File: src/hw/rtl/bq_df2_pkg.sv
// types, constants and microprogram for the direct form II biquad
package bq_df2_pkg;

    localparam int SAMPLE_W       = 24;
    localparam int COEF_FRAC_BITS = 20;
    localparam int COEF_W         = 24;
    localparam int STATE_FRAC     = 8;
    localparam int STATE_W        = SAMPLE_W + STATE_FRAC;
    localparam int PROD_W         = COEF_W + STATE_W;
    localparam int RND_W          = PROD_W - COEF_FRAC_BITS;
    localparam int ACC_W          = ((RND_W > STATE_W) ? RND_W : STATE_W) + 2;
    localparam int CFG_IDX_W      = 3;
    localparam int CFG_DATA_W     = COEF_W;
    localparam int STEP_W         = 3;

    // b0 resets to 1.0, or to the largest coefficient when 1.0 does not fit
    localparam logic signed [COEF_W-1:0] B0_RESET =
        (COEF_FRAC_BITS >= COEF_W - 1) ? {1'b0, {(COEF_W-1){1'b1}}}
                                       : COEF_W'(64'd1 << COEF_FRAC_BITS);

    typedef enum logic [CFG_IDX_W-1:0] {
        REG_ENABLE = 3'd0,
        REG_B0     = 3'd1,
        REG_B1     = 3'd2,
        REG_B2     = 3'd3,
        REG_A1     = 3'd4,
        REG_A2     = 3'd5
    } cfg_reg_t;

    typedef enum logic [2:0] {
        CS_B0 = 3'd0,
        CS_B1 = 3'd1,
        CS_B2 = 3'd2,
        CS_A1 = 3'd3,
        CS_A2 = 3'd4
    } coef_sel_t;

    typedef enum logic [1:0] {
        SS_Z1 = 2'd0,
        SS_Z2 = 2'd1,
        SS_W  = 2'd2
    } state_sel_t;

    typedef enum logic [2:0] {
        ACC_HOLD   = 3'd0,
        ACC_LOAD_X = 3'd1,
        ACC_SUB    = 3'd2,
        ACC_ADD    = 3'd3,
        ACC_CLEAR  = 3'd4
    } acc_op_t;

    typedef enum logic [1:0] {
        SEQ_NEXT     = 2'd0,
        SEQ_WAIT_IN  = 2'd1,
        SEQ_WAIT_OUT = 2'd2
    } seq_t;

    typedef struct packed {
        coef_sel_t  coef_sel;
        state_sel_t state_sel;
        logic       mul_en;
        acc_op_t    acc_op;
        logic       w_load;
        logic       out_load;
        seq_t       seq;
    } uword_t;

    // microprogram: a product registered in step k is accumulated in step k+1
    function automatic uword_t ucode(input logic [STEP_W-1:0] step);
        uword_t uw;
        uw = '{CS_B0, SS_Z1, 1'b0, ACC_HOLD, 1'b0, 1'b0, SEQ_NEXT};
        case (step)
            3'd0: uw = '{CS_A2, SS_Z2, 1'b1, ACC_LOAD_X, 1'b0, 1'b0, SEQ_WAIT_IN};
            3'd1: uw = '{CS_A1, SS_Z1, 1'b1, ACC_SUB,    1'b0, 1'b0, SEQ_NEXT};
            3'd2: uw = '{CS_B0, SS_Z1, 1'b0, ACC_SUB,    1'b0, 1'b0, SEQ_NEXT};
            3'd3: uw = '{CS_B2, SS_Z2, 1'b1, ACC_CLEAR,  1'b1, 1'b0, SEQ_NEXT};
            3'd4: uw = '{CS_B1, SS_Z1, 1'b1, ACC_ADD,    1'b0, 1'b0, SEQ_NEXT};
            3'd5: uw = '{CS_B0, SS_W,  1'b1, ACC_ADD,    1'b0, 1'b0, SEQ_NEXT};
            3'd6: uw = '{CS_B0, SS_Z1, 1'b0, ACC_ADD,    1'b0, 1'b0, SEQ_NEXT};
            3'd7: uw = '{CS_B0, SS_Z1, 1'b0, ACC_HOLD,   1'b0, 1'b1, SEQ_WAIT_OUT};
            default: uw = '{CS_B0, SS_Z1, 1'b0, ACC_HOLD, 1'b0, 1'b0, SEQ_NEXT};
        endcase
        return uw;
    endfunction

endpackage

File: src/hw/rtl/biquad_direct_form_two_filter.sv
// direct form II biquad: microcoded sequencer around one shared multiplier-accumulator
// filtered beat: result registered in the last step of the 8-step microprogram
// that runs all five products through the one multiplier, one beat at a time
// bypassed beat: result registered at the input beat; one beat per cycle unless stalled
// reset: bypass on, b0 = 1.0, other coefficients 0, delay line cleared, output empty
module biquad_direct_form_two_filter (
    input  logic                                         clk,
    input  logic                                         rst_n,
    input  logic                                         sample_valid,
    output logic                                         sample_stall,
    input  logic signed [bq_df2_pkg::SAMPLE_W-1:0]       sample_in,
    output logic                                         result_valid,
    input  logic                                         result_stall,
    output logic signed [bq_df2_pkg::SAMPLE_W-1:0]       sample_out,
    input  logic                                         cfg_valid,
    output logic                                         cfg_ready,
    input  logic        [bq_df2_pkg::CFG_IDX_W-1:0]      cfg_index,
    input  logic        [bq_df2_pkg::CFG_DATA_W-1:0]     cfg_data
);
    import bq_df2_pkg::*;

    localparam logic signed [PROD_W-1:0] RND_HALF =
        {{(PROD_W-COEF_FRAC_BITS){1'b0}}, 1'b1, {(COEF_FRAC_BITS-1){1'b0}}};
    localparam logic signed [ACC_W-1:0] OUT_HALF =
        {{(ACC_W-STATE_FRAC){1'b0}}, 1'b1, {(STATE_FRAC-1){1'b0}}};
    localparam int YSH_W = ACC_W - STATE_FRAC;

    logic                       enable_reg;
    logic signed [COEF_W-1:0]   b0_reg, b1_reg, b2_reg, a1_reg, a2_reg;
    logic signed [STATE_W-1:0]  z1_reg, z2_reg, w_reg, w_next;
    logic signed [PROD_W-1:0]   prod_reg, prod_rnd_full;
    logic signed [ACC_W-1:0]    acc_reg, acc_next, rnd_ext, y_sum;
    logic signed [YSH_W-1:0]    y_shift;
    logic signed [SAMPLE_W-1:0] y_sat, out_reg;
    logic        [STEP_W-1:0]   step_reg, step_next;
    logic                       valid_reg;
    logic signed [COEF_W-1:0]   coef_mux;
    logic signed [STATE_W-1:0]  state_mux;
    logic signed [RND_W-1:0]    rnd;
    uword_t                     uw;
    logic                       out_free, beat, go, bypass;

    assign uw           = ucode(step_reg);
    assign cfg_ready    = 1'b1;
    assign out_free     = !valid_reg || !result_stall;
    assign sample_stall = !((uw.seq == SEQ_WAIT_IN) && (enable_reg || out_free));
    assign beat         = sample_valid && !sample_stall;
    assign bypass       = beat && !enable_reg;
    assign result_valid = valid_reg;
    assign sample_out   = out_reg;

    always_comb
    begin
        case (uw.seq)
            SEQ_WAIT_IN:  go = beat && enable_reg;
            SEQ_WAIT_OUT: go = out_free;
            default:      go = 1'b1;
        endcase
        step_next = step_reg;
        if (go)
        begin
            if (uw.seq == SEQ_WAIT_OUT)
                step_next = '0;
            else
                step_next = step_reg + 1'b1;
        end
    end

    // operand selection
    always_comb
    begin
        case (uw.coef_sel)
            CS_B0:   coef_mux = b0_reg;
            CS_B1:   coef_mux = b1_reg;
            CS_B2:   coef_mux = b2_reg;
            CS_A1:   coef_mux = a1_reg;
            CS_A2:   coef_mux = a2_reg;
            default: coef_mux = b0_reg;
        endcase
        case (uw.state_sel)
            SS_Z1:   state_mux = z1_reg;
            SS_Z2:   state_mux = z2_reg;
            SS_W:    state_mux = w_reg;
            default: state_mux = z1_reg;
        endcase
    end

    // round to the state format, then accumulate
    always_comb
    begin
        prod_rnd_full = prod_reg + RND_HALF;
        rnd           = prod_rnd_full[PROD_W-1:COEF_FRAC_BITS];
        rnd_ext       = ACC_W'(rnd);
        case (uw.acc_op)
            ACC_LOAD_X: acc_next = ACC_W'($signed({sample_in, {STATE_FRAC{1'b0}}}));
            ACC_SUB:    acc_next = acc_reg - rnd_ext;
            ACC_ADD:    acc_next = acc_reg + rnd_ext;
            ACC_CLEAR:  acc_next = '0;
            default:    acc_next = acc_reg;
        endcase
    end

    // saturation of w and of the output sample
    always_comb
    begin
        if (acc_reg[ACC_W-1:STATE_W-1] == '0 || acc_reg[ACC_W-1:STATE_W-1] == '1)
            w_next = acc_reg[STATE_W-1:0];
        else
            w_next = {acc_reg[ACC_W-1], {(STATE_W-1){~acc_reg[ACC_W-1]}}};
        y_sum   = acc_reg + OUT_HALF;
        y_shift = y_sum[ACC_W-1:STATE_FRAC];
        if (y_shift[YSH_W-1:SAMPLE_W-1] == '0 || y_shift[YSH_W-1:SAMPLE_W-1] == '1)
            y_sat = y_shift[SAMPLE_W-1:0];
        else
            y_sat = {y_shift[YSH_W-1], {(SAMPLE_W-1){~y_shift[YSH_W-1]}}};
    end

    always_ff @(posedge clk or negedge rst_n)
    begin
        if (!rst_n)
        begin
            enable_reg <= 1'b0;
            b0_reg     <= B0_RESET;
            b1_reg     <= '0;
            b2_reg     <= '0;
            a1_reg     <= '0;
            a2_reg     <= '0;
        end
        else if (cfg_valid && cfg_ready)
        begin
            case (cfg_index)
                REG_ENABLE: enable_reg <= cfg_data[0];
                REG_B0:     b0_reg     <= cfg_data;
                REG_B1:     b1_reg     <= cfg_data;
                REG_B2:     b2_reg     <= cfg_data;
                REG_A1:     a1_reg     <= cfg_data;
                REG_A2:     a2_reg     <= cfg_data;
                default:    ;
            endcase
        end
    end

    always_ff @(posedge clk or negedge rst_n)
    begin
        if (!rst_n)
        begin
            step_reg  <= '0;
            valid_reg <= 1'b0;
            z1_reg    <= '0;
            z2_reg    <= '0;
        end
        else
        begin
            step_reg <= step_next;
            if (bypass || (go && uw.out_load))
                valid_reg <= 1'b1;
            else if (!result_stall)
                valid_reg <= 1'b0;
            // delay line shifts when the result is committed
            if (go && uw.out_load)
            begin
                z2_reg <= z1_reg;
                z1_reg <= w_reg;
            end
        end
    end

    always_ff @(posedge clk)
    begin
        if (go && uw.mul_en)
            prod_reg <= coef_mux * state_mux;
        if (go)
            acc_reg <= acc_next;
        if (go && uw.w_load)
            w_reg <= w_next;
        if (bypass)
            out_reg <= sample_in;
        else if (go && uw.out_load)
            out_reg <= y_sat;
    end

endmodule
File: config.mk
export PLATFORM = sky130hd
export DESIGN_NAME = biquad_direct_form_two_filter
export DESIGN_NICKNAME = d
export VERILOG_FILES = /design/src/hw/rtl/bq_df2_pkg.sv /design/src/hw/rtl/biquad_direct_form_two_filter.sv
export SDC_FILE = /design/constraint.sdc
export NUM_CORES = 2
export LEC_CHECK = 0
export ABC_CLOCK_PERIOD_IN_PS = 18600
export BUFFER_PORTS_ARGS = -buffer_cell sky130_fd_sc_hd__buf_2
export CORE_MARGIN = 2
export CORE_UTILIZATION = 65
export CTS_BUF_LIST = sky130_fd_sc_hd__clkbuf_8
export DETAILED_ROUTE_END_ITERATION = 12
export PLACE_DENSITY = 0.93
export SYNTH_ARGS = -nofsm -noshare
export SYNTH_HDL_FRONTEND = slang
export SYNTH_SLANG_ARGS = --single-unit
export TNS_END_PERCENT = 5
File: constraint.sdc
create_clock -name clk -period 18.6 [get_ports clk]
set_input_delay 0.93 -clock clk [delete_from_list [all_inputs] [get_ports clk]]
set_output_delay 0.93 -clock clk [all_outputs]
set_load 0.01 [all_outputs]
==> results.md <==
- Die Y: approximately 260 um
- Worst EP arrival: approximately 11,000 ps
- CTS Buffer Depth: 3
- Largest net degree at the start of global routing: 132
- Die area: around 70,000 um2
- Mapped Cells: roughly 4,600
- Filler instances: 4,738
- Core area: 67,280 um2
- Clock skew: 72.52 ps
- Startpoint types: register
- Clk slew on worst S/H paths: 70 ps
- CP endpoint kind: register
- EDFF count, synth: roughly 130
- Crit path time final: ~11,000 ps
- Ys async rst share: 59.06%
- First-pass GRT wire length: 210,400 um
- Mean post-synth cell area: 9.603 um2
- Gr ovfl total: 0
- Rel. slew slack: a little under an eighth
- Distinct cells, synth: a little over 80
- Sink Count: between 300 and 400
- Cts bufs inserted: 48
- Post-CTS sizing: 0
- Worst path required time: approximately 19,000 ps
- Crit-path max FO: 27
- Die width: approximately 260 um
- Net Count, Synth: 5,639
- Count leader, synth: inv_1
- Cell types occupying the most area after synthesis: fa_1 35%, dfrtp_1 11%, edfxtp_1 8.9%, inv_1 6.8%, ha_1 5.5%
- Cells after DPL: approximately 5,400
- Clk_lat worst skew: about 640 ps
- I/O pins: 83
- CTS H-tree lvls: 2
- Final slew viol count: 0
- Initial Util: between 60% and 70%
- Slew @ Worst Pin: 1328 ps
- Critical path class: register to register
- Max-Cap Viols: 0
- Row cnt: 95
- Period utilization: between 50% and 60%
- GPL Wtd Cong: 1.000
- Hold Crit Class: primary input to asynchronous set/reset pin
- Final wirelength: 134,000 um
- Detailed-route via count: around 35,000
- Starting DRT DRC Count: around 4,100
- Total track usage: between 30% and 40%
- Drt via density: 6.432
- Wirelength per Cell: 24.37 um
- Final hold violation count: 0
- Share of cells above drive strength 1: about a tenth
- Drt first pass iters: 10
- Port bufs: 81
- YS warnings: 0
- Critical-path top delay cell: a21oi_4
- CP dominant cell by count: fa_1
- Clk root buf: clkbuf_8
- Layout Utilization: 69.30%
- Top cells by count, synth: 799 x inv_1, 783 x fa_1, 520 x nand2_1, 463 x nor2_1, 208 x clkbuf_1
- Top FF cell, synth: dfrtp_1
- Area leader, netlist: fa_1
- Post-Route Setup TNS: 0 ps
- Drc violations: 0
- Max Freq: 0.09038 GHz
- Final setup fails: 0
- Final net count: 5,618
- Post-CTS setup buffer count: 0
- Cts hold-fix bufs: 0
- Post-synth top area share: a little over a third
- Flops & latches, synth: 320
- CTS tree: built
- Area grow syn2layout: 5.403%
- Sequential share of the synthesized area: roughly a fifth
- Cell Area, Synth: around 44,000 um2
- Worst path max stage delay: roughly 950 ps
- Hpwl dp: roughly 99,000 um
- Status: finished clean
- Max reg flops: 38
- Number of global-route vias before repair: approximately 38,000
- Initial antenna violation count: 3
- RSZ-0062 raised after global routing: no
- Fin cells: roughly 5,500
- Final antenna-violating net count: 0
==> per-layer routing <==
layer	up-vias	global-route usage [%]	wire [um]
li1	14640	-	-
met1	17510	47.54	44920
met2	2423	61.33	60430
met3	794	12.22	17440
met4	2	25.50	11190
met5	-	0	23
==> cell usage in the layout, fill, tap and decap left out, drive strengths merged, types with 51 or more instances in the layout <==
master and instances:
inv 815, fa 783, nand2 520, nor2 463, ha 194, mux2 190
dfrtp 188, buf 157, edfxtp 131, a21oi 121, o21ai 112, xnor2 107
a21o 99, clkbuf 52, xor2 51, nand3 51
==> cell type report <==
cell class | instances | area, um2 | area share (%)
Antenna cell | 2 | 5.005 | 0.01073
Clock buffer | 51 | 701.9 | 1.506
Clock inverter | 38 | 267.8 | 0.5743
Inverter | 799 | 2999 | 6.433
Multi-Input combinational cell | 3258 | 31900 | 68.42
Sequential cell | 320 | 8665 | 18.58
Tap cell | 873 | 1092 | 2.343
Timing Repair Buffer | 158 | 992.2 | 2.128
==> final timing paths <==
check | startpoint | endpoint | slack (ps) | depth (start not counted)
hold / removal | rst_n | a1_reg[22] | 360 | 1
min in group clk | b2_reg[17] | b2_reg[17] | 510 | 1
max in group asynchronous | rst_n | z1_reg[11] | 16580 | 2
hold reg to reg | b2_reg[17] | b2_reg[17] | 510 | 1
setup / recovery | step_reg[0] | prod_reg[49] | 7540 | 28
setup reg to reg | step_reg[0] | prod_reg[49] | 7540 | 28
==> through the flow <==
step           setup WS (ps)  hold WS, ps  instance area (um2)
3_5_place_dp            7802        493.3                45650
3_3_place_gp            8138        484.0                45650
5_1_grt                 6714        520.7                46620
2_1_floorplan           9448        473.3                44230
4_1_cts                 7706        496.1                46620
6_report                7536        363.0                46620
==> critical path, delay by kind of cell, from the launching register on <==
family,cells,cell delay (ps)
fa+ha+maj,9,4270
compound gates,9,3640
simple gates,5,1680
flops,1,750
buf+inv,4,320
xor+xnor,1,80
==> kinds of logic (layout without fill, tap and decap cells) <==
group	after synthesis	after routing	share of synthesized area [%]
other cells	1	3	0.008478
flops	320	320	19.59
xor+xnor	158	158	3.128
mux	198	198	5.018
fa+ha+maj	977	977	40.92
buf+inv	1028	1046	8.766
compound gates	619	619	9.646
simple gates	1305	1305	12.92
Power is not shown: default switching activity piles up to over one toggle a cycle in this logic, so the estimate is an artifact.
